`config.mk`:
```
export PLATFORM = sky130hd
export DESIGN_NAME = array_list_search_insert_delete
export DESIGN_NICKNAME = d
export VERILOG_FILES = /design/src/alsid_pkg.sv /design/src/alsid_front.sv /design/src/alsid_back.sv /design/src/alsid_rq.sv /design/src/array_list_search_insert_delete.sv
export SDC_FILE = /design/constraint.sdc
export NUM_CORES = 1
export LEC_CHECK = 0
export ABC_CLOCK_PERIOD_IN_PS = 11000
export BUFFER_PORTS_ARGS = -buffer_cell sky130_fd_sc_hd__buf_2
export CAP_MARGIN = 10
export CORE_MARGIN = 5
export CORE_UTILIZATION = 67
export CTS_BUF_LIST = sky130_fd_sc_hd__clkbuf_4
export CTS_CLUSTER_SIZE = 24
export DETAILED_ROUTE_END_ITERATION = 7
export PLACE_DENSITY = 0.85
export REMOVE_ABC_BUFFERS = 1
export SLEW_MARGIN = 20
export SYNTH_ARGS = -nofsm -noshare
export SYNTH_HDL_FRONTEND = slang
export SYNTH_SLANG_ARGS = --single-unit
export TNS_END_PERCENT = 10
```
`constraint.sdc`:
```
create_clock -name clk -period 11 [get_ports clk]
set_input_delay 0.55 -clock clk [delete_from_list [all_inputs] [get_ports clk]]
set_output_delay 0.55 -clock clk [all_outputs]
set_load 0.005 [all_outputs]
```
`src/alsid_pkg.sv`:
```
// Package: shared types and codes for the array list search/insert/delete block.
`default_nettype none

package alsid_pkg;

  // Command codes
  localparam logic [1:0] CMD_DUMP       = 2'd0;
  localparam logic [1:0] CMD_INS_BEFORE = 2'd1;
  localparam logic [1:0] CMD_INS_AFTER  = 2'd2;
  localparam logic [1:0] CMD_DELETE     = 2'd3;

  // Status codes
  localparam logic [1:0] ST_OK        = 2'd0;
  localparam logic [1:0] ST_NOT_FOUND = 2'd1;
  localparam logic [1:0] ST_FULL      = 2'd2;
  localparam logic [1:0] ST_EMPTY     = 2'd3;

  typedef struct packed {
    logic [1:0]  cmd;
    logic [15:0] key;
    logic [15:0] new_value;
  } alsid_in_t;

  typedef struct packed {
    logic [1:0]  status;
    logic [2:0]  position;
    logic [15:0] entry_value;
    logic        last;
  } alsid_out_t;

  // Decoded command class
  typedef struct packed {
    logic dump;
    logic ins;
    logic after;
    logic del;
  } alsid_op_t;

  // Job handed from front to back
  typedef struct packed {
    alsid_op_t   op;
    logic [15:0] key;
    logic [15:0] new_value;
  } alsid_job_t;

endpackage

`default_nettype wire

```
`src/alsid_front.sv`:
```
// Front end: accept input beats, decode the command, queue jobs for the back end.
`default_nettype none

module alsid_front import alsid_pkg::*; (
  input  wire logic       clk,
  input  wire logic       rst_n,
  input  wire logic       in_push,
  output logic            in_full,
  input  wire alsid_in_t  in_item,
  output logic            job_valid,
  input  wire logic       job_pop,
  output alsid_job_t      job
);

  alsid_job_t  q_r [2];
  logic        wp_r, wp_nxt;
  logic        rp_r, rp_nxt;
  logic [1:0]  cnt_r, cnt_nxt;
  logic        wr_en, rd_en;
  alsid_job_t  dec;

  // Classify the command
  always_comb begin
    dec           = '0;
    dec.key       = in_item.key;
    dec.new_value = in_item.new_value;
    case (in_item.cmd)
      CMD_DUMP:       dec.op.dump  = 1'b1;
      CMD_INS_BEFORE: dec.op.ins   = 1'b1;
      CMD_INS_AFTER: begin
        dec.op.ins   = 1'b1;
        dec.op.after = 1'b1;
      end
      CMD_DELETE:     dec.op.del   = 1'b1;
      default:        dec.op.dump  = 1'b1;
    endcase
  end

  assign in_full   = (cnt_r == 2'd2);
  assign job_valid = (cnt_r != 2'd0);
  assign job       = q_r[rp_r];
  assign wr_en     = in_push && !in_full;
  assign rd_en     = job_pop && job_valid;

  always_comb begin
    wp_nxt  = wr_en ? ~wp_r : wp_r;
    rp_nxt  = rd_en ? ~rp_r : rp_r;
    cnt_nxt = cnt_r + {1'b0, wr_en} - {1'b0, rd_en};
  end

  always_ff @(posedge clk) begin
    if (!rst_n) begin
      wp_r  <= 1'b0;
      rp_r  <= 1'b0;
      cnt_r <= 2'd0;
    end else begin
      wp_r  <= wp_nxt;
      rp_r  <= rp_nxt;
      cnt_r <= cnt_nxt;
    end
  end

  always_ff @(posedge clk) begin
    if (wr_en) begin
      q_r[wp_r] <= dec;
    end
  end

endmodule

`default_nettype wire

```
`src/alsid_back.sv`:
```
// Back end: list storage, parallel key search, shift insert/delete and dump sequencing.
`default_nettype none

module alsid_back import alsid_pkg::*; #(
  parameter int CAPACITY = 8
) (
  input  wire logic        clk,
  input  wire logic        rst_n,
  input  wire logic        job_valid,
  output logic             job_pop,
  input  wire alsid_job_t  job,
  output logic             res_push,
  input  wire logic        res_full,
  output alsid_out_t       res
);

  localparam int IW = $clog2(CAPACITY);
  localparam int CW = $clog2(CAPACITY + 1);

  typedef enum logic [3:0] {
    S_IDLE = 4'b0001,
    S_SRCH = 4'b0010,
    S_EXEC = 4'b0100,
    S_DUMP = 4'b1000
  } alsid_state_t;

  alsid_state_t      state_r, state_nxt;
  alsid_job_t        job_r, job_nxt;
  logic [15:0]       ent_r [CAPACITY];
  logic [15:0]       ent_nxt [CAPACITY];
  logic [CW-1:0]     cnt_r, cnt_nxt;
  logic              hit_r, hit_nxt;
  logic [IW-1:0]     pos_r, pos_nxt;
  logic [IW-1:0]     idx_r, idx_nxt;
  logic [CAPACITY-1:0] match;
  logic [IW-1:0]     first;
  logic [IW-1:0]     ins_pos;
  logic [IW-1:0]     res_idx;
  logic [IW+2:0]     pos_ext;
  logic              dump_last;

  // Compare all live entries at once, take the lowest match
  always_comb begin
    first = '0;
    for (int i = 0; i < CAPACITY; i++) begin
      match[i] = (CW'(i) < cnt_r) && (ent_r[i] == job_r.key);
    end
    for (int i = CAPACITY - 1; i >= 0; i--) begin
      if (match[i]) begin
        first = IW'(i);
      end
    end
  end

  assign ins_pos   = (cnt_r == '0) ? '0 : pos_r + IW'(job_r.op.after);
  assign dump_last = ((CW'(idx_r) + CW'(1)) == cnt_r);
  assign pos_ext   = {3'b000, res_idx};

  always_comb begin
    state_nxt = state_r;
    job_nxt   = job_r;
    cnt_nxt   = cnt_r;
    hit_nxt   = hit_r;
    pos_nxt   = pos_r;
    idx_nxt   = idx_r;
    ent_nxt   = ent_r;
    job_pop   = 1'b0;
    res_push  = 1'b0;
    res_idx   = '0;
    res       = '0;
    case (state_r)
      S_IDLE: begin
        if (job_valid) begin
          job_pop   = 1'b1;
          job_nxt   = job;
          state_nxt = S_SRCH;
        end
      end
      S_SRCH: begin
        hit_nxt   = |match;
        pos_nxt   = first;
        state_nxt = S_EXEC;
      end
      S_EXEC: begin
        if (!res_full) begin
          res_push  = 1'b1;
          res.last  = 1'b1;
          state_nxt = S_IDLE;
          if (job_r.op.dump) begin
            if (cnt_r == '0) begin
              res.status = ST_EMPTY;
            end else begin
              res_push  = 1'b0;
              idx_nxt   = '0;
              state_nxt = S_DUMP;
            end
          end else if (job_r.op.del) begin
            if (cnt_r == '0) begin
              res.status = ST_EMPTY;
            end else if (!hit_r) begin
              res.status = ST_NOT_FOUND;
            end else begin
              for (int i = 0; i < CAPACITY - 1; i++) begin
                if (IW'(i) >= pos_r) begin
                  ent_nxt[i] = ent_r[i + 1];
                end
              end
              cnt_nxt    = cnt_r - CW'(1);
              res.status = ST_OK;
              res_idx    = pos_r;
            end
          end else begin
            if (cnt_r != '0 && !hit_r) begin
              res.status = ST_NOT_FOUND;
            end else if (cnt_r == CW'(CAPACITY)) begin
              res.status = ST_FULL;
            end else begin
              for (int i = 1; i < CAPACITY; i++) begin
                if (IW'(i) > ins_pos) begin
                  ent_nxt[i] = ent_r[i - 1];
                end
              end
              ent_nxt[ins_pos] = job_r.new_value;
              cnt_nxt          = cnt_r + CW'(1);
              res.status       = ST_OK;
              res_idx          = ins_pos;
            end
          end
          res.position = pos_ext[2:0];
        end
      end
      S_DUMP: begin
        if (!res_full) begin
          res_push        = 1'b1;
          res_idx         = idx_r;
          res.status      = ST_OK;
          res.position    = pos_ext[2:0];
          res.entry_value = ent_r[idx_r];
          res.last        = dump_last;
          idx_nxt         = idx_r + IW'(1);
          if (dump_last) begin
            state_nxt = S_IDLE;
          end
        end
      end
      default: state_nxt = S_IDLE;
    endcase
  end

  always_ff @(posedge clk) begin
    if (!rst_n) begin
      state_r <= S_IDLE;
      cnt_r   <= '0;
    end else begin
      state_r <= state_nxt;
      cnt_r   <= cnt_nxt;
    end
  end

  always_ff @(posedge clk) begin
    job_r <= job_nxt;
    hit_r <= hit_nxt;
    pos_r <= pos_nxt;
    idx_r <= idx_nxt;
    ent_r <= ent_nxt;
  end

endmodule

`default_nettype wire

```
`src/alsid_rq.sv`:
```
// Result queue: two-entry buffer between the back end and the output port.
`default_nettype none

module alsid_rq import alsid_pkg::*; (
  input  wire logic        clk,
  input  wire logic        rst_n,
  input  wire logic        res_push,
  output logic             res_full,
  input  wire alsid_out_t  res,
  output logic             out_empty,
  input  wire logic        out_pop,
  output alsid_out_t       out_item
);

  alsid_out_t  q_r [2];
  logic        wp_r, wp_nxt;
  logic        rp_r, rp_nxt;
  logic [1:0]  cnt_r, cnt_nxt;
  logic        wr_en, rd_en;

  assign res_full  = (cnt_r == 2'd2);
  assign out_empty = (cnt_r == 2'd0);
  assign out_item  = q_r[rp_r];
  assign wr_en     = res_push && !res_full;
  assign rd_en     = out_pop && !out_empty;

  always_comb begin
    wp_nxt  = wr_en ? ~wp_r : wp_r;
    rp_nxt  = rd_en ? ~rp_r : rp_r;
    cnt_nxt = cnt_r + {1'b0, wr_en} - {1'b0, rd_en};
  end

  always_ff @(posedge clk) begin
    if (!rst_n) begin
      wp_r  <= 1'b0;
      rp_r  <= 1'b0;
      cnt_r <= 2'd0;
    end else begin
      wp_r  <= wp_nxt;
      rp_r  <= rp_nxt;
      cnt_r <= cnt_nxt;
    end
  end

  always_ff @(posedge clk) begin
    if (wr_en) begin
      q_r[wp_r] <= res;
    end
  end

endmodule

`default_nettype wire

```
`src/array_list_search_insert_delete.sv`:
```
// Top level: ordered list with search, insert-before/after, delete and dump.
// Path: a command beat is written into the input queue, popped by the back end,
//   searched, executed once the result queue has room, then queued there.
// Sequence: insert and delete pass the pop, search and execute states; a dump
//   then sends one result beat per cycle while the result queue has room.
// The back end's search/execute sequence sets the rate; the input queue keeps
//   taking command beats, up to two, while it works.
// Reset (rst_n low, synchronous): queues drain to empty, fill count clears to zero.
`default_nettype none

module array_list_search_insert_delete import alsid_pkg::*; #(
  parameter int CAPACITY = 8
) (
  input  wire logic       clk,
  input  wire logic       rst_n,
  // command channel
  input  wire logic       in_push,
  output logic            in_full,
  input  wire alsid_in_t  in_item,
  // result channel
  output logic            out_empty,
  input  wire logic       out_pop,
  output alsid_out_t      out_item
);

  // Front to back job handoff
  logic        job_valid;
  logic        job_pop;
  alsid_job_t  job;

  // Back to result queue
  logic        res_push;
  logic        res_full;
  alsid_out_t  res;

  // Decode commands and hold up to two jobs ahead of the back end
  alsid_front u_front (
    .clk       (clk),
    .rst_n     (rst_n),
    .in_push   (in_push),
    .in_full   (in_full),
    .in_item   (in_item),
    .job_valid (job_valid),
    .job_pop   (job_pop),
    .job       (job)
  );

  // Search the list, shift entries, produce result beats
  alsid_back #(
    .CAPACITY (CAPACITY)
  ) u_back (
    .clk       (clk),
    .rst_n     (rst_n),
    .job_valid (job_valid),
    .job_pop   (job_pop),
    .job       (job),
    .res_push  (res_push),
    .res_full  (res_full),
    .res       (res)
  );

  // Hold result beats until the consumer pops them; stall the back end when full
  alsid_rq u_rq (
    .clk       (clk),
    .rst_n     (rst_n),
    .res_push  (res_push),
    .res_full  (res_full),
    .res       (res),
    .out_empty (out_empty),
    .out_pop   (out_pop),
    .out_item  (out_item)
  );

endmodule

`default_nettype wire

```
==> results of run 1 <==
-- layer usage --
layer | track usage, % | share of wire (%) | wire length, um | vias up
li1 | - | - | - | 4833
met1 | 41.49 | 37 | 14290 | 5193
met2 | 43.91 | 44 | 17190 | 806
met3 | 8.830 | 15 | 5678 | 113
met4 | 13.84 | 4.0 | 1562 | 0
met5 | 0 | 0 | 0 | -
-- area by class of cell --
cell class / instances / area, um^2
antenna: 1 / 2.502
sequential: 301 / 8869
clock inverter: 20 / 190.2
clock buffer: 112 / 840.8
multi-input combinational: 821 / 6247
fill: 1470 / 5669
tap: 285 / 356.6
timing repair buffer: 83 / 478.0
inverter: 15 / 56.30
-- kinds of logic after synthesis --
logic type               after synthesis  synth area share [%]
AO/OA/AOI/OAI                        217                 9.562
XOR/XNOR                             142                 8.048
adder cells (fa/ha/maj)               10                0.8097
buffers and inverters                101                 2.785
flip-flops                           301                 57.39
multiplexers                         126                 11.34
AND/OR/NAND/NOR                      326                 10.06
-- registers in the layout, indices dropped and copies added, names as in the netlist, named ones only --
register / flops
u_back.cnt_r: 4
u_back.ent_r: 128
u_back.hit_r: 1
u_back.idx_r: 3
u_back.job_r: 35
u_back.pos_r: 3
u_back.state_r: 4
u_front.cnt_r: 2
u_front.q_r: 70
u_front.rp_r: 1
u_front.wp_r: 1
u_rq.cnt_r: 2
u_rq.q_r: 44
u_rq.rp_r: 1
u_rq.wp_r: 1
-- worst min-delay path by stage --
stage,from,end,slack [ns]
after detailed placement,u_rq.rp_r,flop,0.51
after global routing,in_item[11],u_front.q_r[0][11],0.005
after CTS,in_item[24],u_front.q_r[0][24],0.0008
after floorplan,u_rq.rp_r,flop,0.48
after global placement,u_rq.rp_r,u_rq.rp_r,0.50
final,in_item[4],u_front.q_r[0][4],0.06
-- per-stage QoR --
step | worst slack (ns) | hold slack, ns | std cells
6_report | 6.963 | 0.05855 | 1638
5_1_grt | 6.698 | 0.004692 | 1638
4_1_cts | 7.026 | 0.0007612 | 1637
3_5_place_dp | 7.038 | 0.5064 | 1502
3_3_place_gp | 7.168 | 0.4964 | 1502
2_1_floorplan | 5.354 | 0.4813 | 1137
-- cell usage after synthesis (4+ instances only) --
| cell type | count | area [um^2] |
|---|---|---|
| edfxtp_1 | 284 | 8528 |
| nand2_1 | 113 | 424.2 |
| nor2_1 | 90 | 337.8 |
| xnor2_1 | 76 | 665.6 |
| mux2_2 | 73 | 822.0 |
| o21ai_0 | 70 | 350.3 |
| xor2_1 | 66 | 578.1 |
| clkbuf_1 | 49 | 183.9 |
| a21oi_1 | 38 | 190.2 |
| a22oi_1 | 34 | 255.2 |
| mux4_2 | 32 | 720.7 |
| buf_2 | 26 | 130.1 |
| a221o_1 | 25 | 250.2 |
| nor3_1 | 22 | 110.1 |
| mux2i_1 | 21 | 210.2 |
| nand4_1 | 20 | 125.1 |
| and3_1 | 18 | 112.6 |
| dfxtp_1 | 17 | 340.3 |
| a22o_1 | 15 | 131.4 |
| inv_1 | 15 | 56.30 |
| a32oi_1 | 13 | 113.9 |
| nand3_1 | 13 | 65.06 |
| ha_1 | 10 | 125.1 |
| nor4_1 | 9 | 56.30 |
| and2_1 | 8 | 50.05 |
| buf_1 | 6 | 22.52 |
| nor2b_1 | 6 | 37.54 |
| buf_4 | 5 | 37.54 |
| or3_1 | 5 | 31.28 |
| a222oi_1 | 4 | 40.04 |
| nand2b_1 | 4 | 25.02 |
-- placed cells by master (no fill, tap or decap), types with 10 or more instances in the layout --
cell type	instances
nand2_1	113
a221o_1	25
clkinv_1	11
buf_4	19
nor2_1	85
mux4_2	32
and3_1	18
inv_1	15
nand3_1	13
nand4_1	20
clkbuf_4	112
mux2i_1	21
nor3_1	20
buf_2	61
o21ai_0	69
a21oi_1	38
dfxtp_1	17
mux2_2	73
ha_1	10
a22o_1	15
edfxtp_1	284
a22oi_1	34
a32oi_1	13
xor2_1	66
xnor2_1	76
-- power by group --
| group | internal (W) | switching [W] |
|---|---|---|
| Sequential | 0.00144 | 0.000232 |
| Clock | 0.000560 | 0.000441 |
| Combinational | 0.000318 | 0.000459 |
-- worst max-delay path: cells and delay by family (launching register included) --
| family | cells | cell delay [ns] |
|---|---|---|
| flip-flops | 1 | 0.47 |
| XOR/XNOR | 1 | 0.41 |
| AO/OA/AOI/OAI | 1 | 0.34 |
| adder cells (fa/ha/maj) | 2 | 0.46 |
| AND/OR/NAND/NOR | 4 | 1.88 |
| buffers and inverters | 1 | 0.23 |
==> out/qor.csv, run 1 <==
metric;value;unit
HP Class;in -> reg;
vias per inst;6.682;
gr usage total;29.84;%
vias in the first global route;10860;
Worst path most repeated cell;ha_1;
FF+latch count, synth;301;
final WL;38.72;mm
relative slew slack;26.16;%
Initial Util;68.05;%
largest net degree at the start of global routing;97;
Final min period;4.037;ns
placer's final routability congestion estimate;0.9723;
I/O Pins;62;
Post-synth EDFFs;284;
CP max stage delay;0.70;ns
share of layout cells above drive strength 1;24.41;%
H-tree Lvls;3;
# rows;55;
first-pass GRT wire length;60.35;mm
final worst-path cycle share;36.70;%
Setup-failing EPs final;0;
P per Cell Area;202.3;nW/um^2
Slowest cell on crit path;nor2_2;
ys flop type;edfxtp_1;
Peak supply drop;0.1360;mV
Mean Syn Cell Area;12.64;um^2
core footprint;22710;um^2
Worst Setup Start Kind;flop;
via count;10950;
placed cell area;15960;um^2
Routed WL per cell;23.64;um
crit path from;u_back.pos_r[0];
clk sinks;301;
RSZ-0062 raised after global routing;no;
DRC Markers;0;
P&R area growth vs syn;10.27;%
Netlist cell types;57;
Cells after Synth;1223;
Worst Path Max Fanout;25;
max frequency;247.7;MHz
Hold Buf Count CTS;3;
Final Instance Area;17040;um^2
port bufs;61;
Post-CTS Setup Bufs;0;
R2R Path Start;u_back.pos_r[0];
fin util;75.04;%
initial antenna violation count;1;
synth warn;0;
total gr overflow;0;
Crit Path Category;reg -> reg;
root buffer cell;clkbuf_4;
Critical Path End;u_back.ent_r[23];
clock-pin slew on the worst setup and hold paths;0.07;ns
Worst Path Arrival;4.45;ns
Worst Max-Slew Pin Slew;1.108;ns
worst-skew pair later-pin latency;0.69;ns
Sum Neg Setup Slack;0;ns
Crit. End Element;flop;
Seq/Total Area, Yosys;57.39;%
Max clock buf depth;3;
Worst Skew;0.03751;ns
RR Endpoint;u_back.ent_r[23];
Num CTS Buffers;75;
Die X;161.9;um
DP Wirelength;27.01;mm
status;completed;
mapped cell area;15450;um^2
Leakage;5.988;nW
Post-synth ARST share;0;%
FF-to-FF path depth;9;
reg-to-reg slack, setup;6.96;ns
CTS tree;yes;
post-CTS sizing;0;
Hold Fails Final Rpt;0;
max-slew violation total from the final report;0;
DRT iter0 DRCs;1776;
post-layout net count;1345;
total power;0.003447;W
drt pass-1 iters;6;
die footprint;26200;um^2
Worst Path Required;11.41;ns
Die Ht;161.9;um
critical path cell sequence;ha_1 > ha_1 > xor2_1 > nand2_1 > nor2_2 > nand3_2 > o21ai_0 > nor2_1 > buf_4;
Antenna Nets Post-Route;0;
MaxCap Viol Count;0;
worst hold stages;1;
Power figures use the tool's default switching activity.
==> inputs of run 2 (changes only) <==
--- a/config.mk
+++ b/config.mk
@@ -5,15 +5,16 @@
 export SDC_FILE = /design/constraint.sdc
 export NUM_CORES = 1
 export LEC_CHECK = 0
-export ABC_CLOCK_PERIOD_IN_PS = 11000
+export ABC_AREA = 1
+export ABC_CLOCK_PERIOD_IN_PS = 4200
 export BUFFER_PORTS_ARGS = -buffer_cell sky130_fd_sc_hd__buf_2
 export CAP_MARGIN = 10
 export CORE_MARGIN = 5
-export CORE_UTILIZATION = 67
+export CORE_UTILIZATION = 65
 export CTS_BUF_LIST = sky130_fd_sc_hd__clkbuf_4
 export CTS_CLUSTER_SIZE = 24
 export DETAILED_ROUTE_END_ITERATION = 7
-export PLACE_DENSITY = 0.85
+export PLACE_DENSITY = 0.83
 export REMOVE_ABC_BUFFERS = 1
 export SLEW_MARGIN = 20
 export SYNTH_ARGS = -nofsm -noshare
==> constraint.sdc (replaced) <==
create_clock -name clk -period 4.2 [get_ports clk]
set_input_delay 0.21 -clock clk [delete_from_list [all_inputs] [get_ports clk]]
set_output_delay 0.21 -clock clk [all_outputs]
set_load 0.005 [all_outputs]
==> out/qor.csv, run 2 <==
metric;value;unit;change
Die Ht;170.8;um;+5.5%
core footprint;25330;um^2;+12%
DRC Markers;0;;unchanged
commonest non-fill, non-tap cells in the layout;nand2_1, edfxtp_1, inv_1;;
port bufs;61;;unchanged
CTS tree;yes;;
placed cell area;17150;um^2;+7.5%
Hold Fails Final Rpt;0;;unchanged
multi-input logic area;6665;um^2;+6.7%
Worst Setup Start Kind;flop;;
Post-synth EDFFs;284;;unchanged
relative slew slack;29.58;%;+3.4 points
Num CTS Buffers;78;;+4.0%
final worst-path cycle share;79.56;%;+43 points
number of flip-flops in the largest register;128;;unchanged
Crit. End Element;flop;;
sw power;0.003850;W;+240%
top-count cell post-synth;nand2_1;;
Seq/Total Area, Yosys;52.77;%;-4.6 points
RSZ-0062 raised after global routing;no;;
DP Worst Slack;0.9914;ns;-6.047 ns
FF+latch count, synth;301;;unchanged
Fillers;1851;;+26%
clock share of power;26.0;%;-3.0 points
Max clock buf depth;3;;unchanged
clock-pin slew on the worst setup and hold paths;0.06;ns;about the same
clk sinks;301;;unchanged
WHS;0.1863;ns;+0.1278 ns
I/O Pins;62;;unchanged
vias in the first global route;14570;;+34%
drt pass-1 iters;7;;+1
Peak supply drop;0.4488;mV;+230%
via count;14880;;+36%
register share of total power;46.3;%;-2.1 points
sw frac;39.57;%;+6.7 points
# rows;58;;+5.5%
Cells after Synth;1867;;+53%
Netlist cell types;54;;-5.3%
largest net degree at the start of global routing;81;;-16%
root buffer cell;clkbuf_4;;
max-slew violation total from the final report;0;;unchanged
share of Yosys cell area claimed by the top area cell type;50.75;%;-4.4 points
max frequency;299.3;MHz;+21%
first-pass GRT wire length;80.66;mm;+34%
biggest regs;u_back.ent_r: 128 flops, u_front.q_r: 70 flops, u_rq.q_r: 44 flops;;
synth warn;0;;unchanged
gr usage total;36.00;%;+6.2 points
fin util;73.03;%;-2.0 points
total gr overflow;0;;unchanged
Logic pwr share;27.7;%;+5.2 points
status;completed;;
commonest non-fill, non-tap cell in the layout;nand2_1;;
Routed WL per cell;22.26;um;-5.8%
Non-Filler Instances;2346;;+43%
Placed Cells;2166;;+44%
post-layout net count;2001;;+49%
Worst Path Arrival;3.78;ns;-0.67 ns
DRT iter0 DRCs;2252;;+27%
P&R area growth vs syn;10.07;%;
worst-skew pair later-pin latency;0.72;ns;+0.03 ns
Setup-failing EPs final;0;;unchanged
Post-synth top cells;nand2_1, edfxtp_1, inv_1;;
Worst Skew;0.04481;ns;+0.007304 ns
Final min period;3.342;ns;-0.6954 ns
Post-synth ARST share;0;%;unchanged
initial antenna violation count;1;;unchanged
Worst Path Required;4.64;ns;-6.77 ns
Yosys top cell by area;edfxtp_1;;
final WL;52.22;mm;+35%
Mean Syn Cell Area;9.001;um^2;-29%
Leakage;7.356;nW;+23%
Reg area;8869;um^2;unchanged
Worst Max-Slew Pin Slew;1.055;ns;-0.05246 ns
P per Cell Area;526.1;nW/um^2;+160%
vias per inst;6.341;;-5.1%
Antenna Nets Post-Route;0;;unchanged
crit path from;u_back.job_r[32];;
share of layout cells above drive strength 1;14.19;%;-10 points
Final Instance Area;18500;um^2;+8.5%
min-delay src;in_push;;
P_int;0.005880;W;+150%
R2R Path Start;u_back.job_r[32];;
mapped cell area;16800;um^2;+8.7%
Setup WS post-layout;0.8585;ns;-6.105 ns
DP Wirelength;36.11;mm;+34%
MaxCap Viol Count;0;;unchanged
Crit Path Category;reg -> reg;;
Initial Util;66.35;%;-1.7 points
Synth area leaders;edfxtp_1, nand2_1, o21ai_0, inv_1, nor2_1;;
die footprint;29170;um^2;+11%
HP Class;in -> reg;;
H-tree Lvls;3;;unchanged
ys flop type;edfxtp_1;;
Worst Path Max Fanout;55;;+120%
Top reg by flops;u_back.ent_r;;
post-CTS sizing;0;;unchanged
placer's final routability congestion estimate;1.021;;+5.0%
Die X;170.8;um;+5.5%
[run 2: cell types whose count changed in the layout (fill, tap and decap cells not counted), sizes merged, moves of 51 or more]
| cell | change |
|---|---|
| mux2 | -51 |
| nand2 | +291 |
| o22ai | +82 |
| a21oi | +75 |
| o21ai | +102 |
| nor2 | +89 |
| inv | +179 |
[run 2: routing by layer]
| layer | share of wire [%] | routed length [um] | global-route usage (%) | vias up |
|---|---|---|---|---|
| met3 | 14 | 7501 | 9.219 | 173 |
| met4 | 3.6 | 1888 | 13.33 | 0 |
| met1 | 37 | 19230 | 48.93 | 6858 |
| met2 | 45 | 23600 | 56.52 | 1151 |
| met5 | 0 | 0 | 0 | - |
| li1 | - | - | - | 6695 |
[run 2: cell families (layout without fill, tap and decap cells)]
| family | count (synthesis) | after routing | synth area share, % |
|---|---|---|---|
| buf+inv | 307 | 455 | 7.810 |
| simple gates | 736 | 736 | 19.19 |
| compound gates | 432 | 432 | 14.88 |
| flops | 301 | 301 | 52.77 |
| fa+ha+maj | 10 | 10 | 0.7445 |
| other cells | 0 | 1 | 0 |
| xor+xnor | 59 | 59 | 3.120 |
| mux | 22 | 22 | 1.474 |
[run 2: critical path, cell delays in order, from the launching register on]
cell	delay [ns]
edfxtp_1	0.64
inv_2	0.57
nand3_4	0.55
inv_4	0.71
a31oi_1	0.28
buf_4	0.29
[run 2: final cells by class]
cell class	instances	share of cell area, %
clock buffers	111	4.505
flip-flops and latches	301	47.95
inverters	194	3.991
multi-input cells	1259	36.03
repair buffers	119	4.505
diodes	1	0.01353
well taps	330	2.232
clock inverters	31	0.7712
[run 2: final timing paths]
path,to,cells past startpoint,slack (ns)
worst max-delay path,u_back.ent_r[50],5,0.86
worst min-delay path,u_front.wp_r,5,0.19
worst max register to register,u_back.ent_r[50],5,0.86
worst min register to register,u_rq.rp_r,1,0.46
[run 2: repair_timing]
item / 4_1_cts / 5_1_grt
hold endpoints to repair: 87 / 0
hold buffers: 37 / 0
setup buffers: 0 / 0
[run 2: power groups by stage]
stage	sequential, W	combinational [W]	clock [W]
floorplan	0.00424	0.00174	0
global placement	0.00448	0.00246	0
detailed placement	0.00449	0.00254	0
CTS	0.00443	0.00259	0.00252
global route	0.00450	0.00294	0.00272
finish	0.00450	0.00269	0.00253
[run 2: through the flow]
stage          TNS (ns)  total power [W]
6_report              0         0.009731
5_1_grt               0          0.01017
4_1_cts               0         0.009543
3_5_place_dp          0         0.007035
3_3_place_gp          0         0.006939
2_1_floorplan    -28.46         0.005979
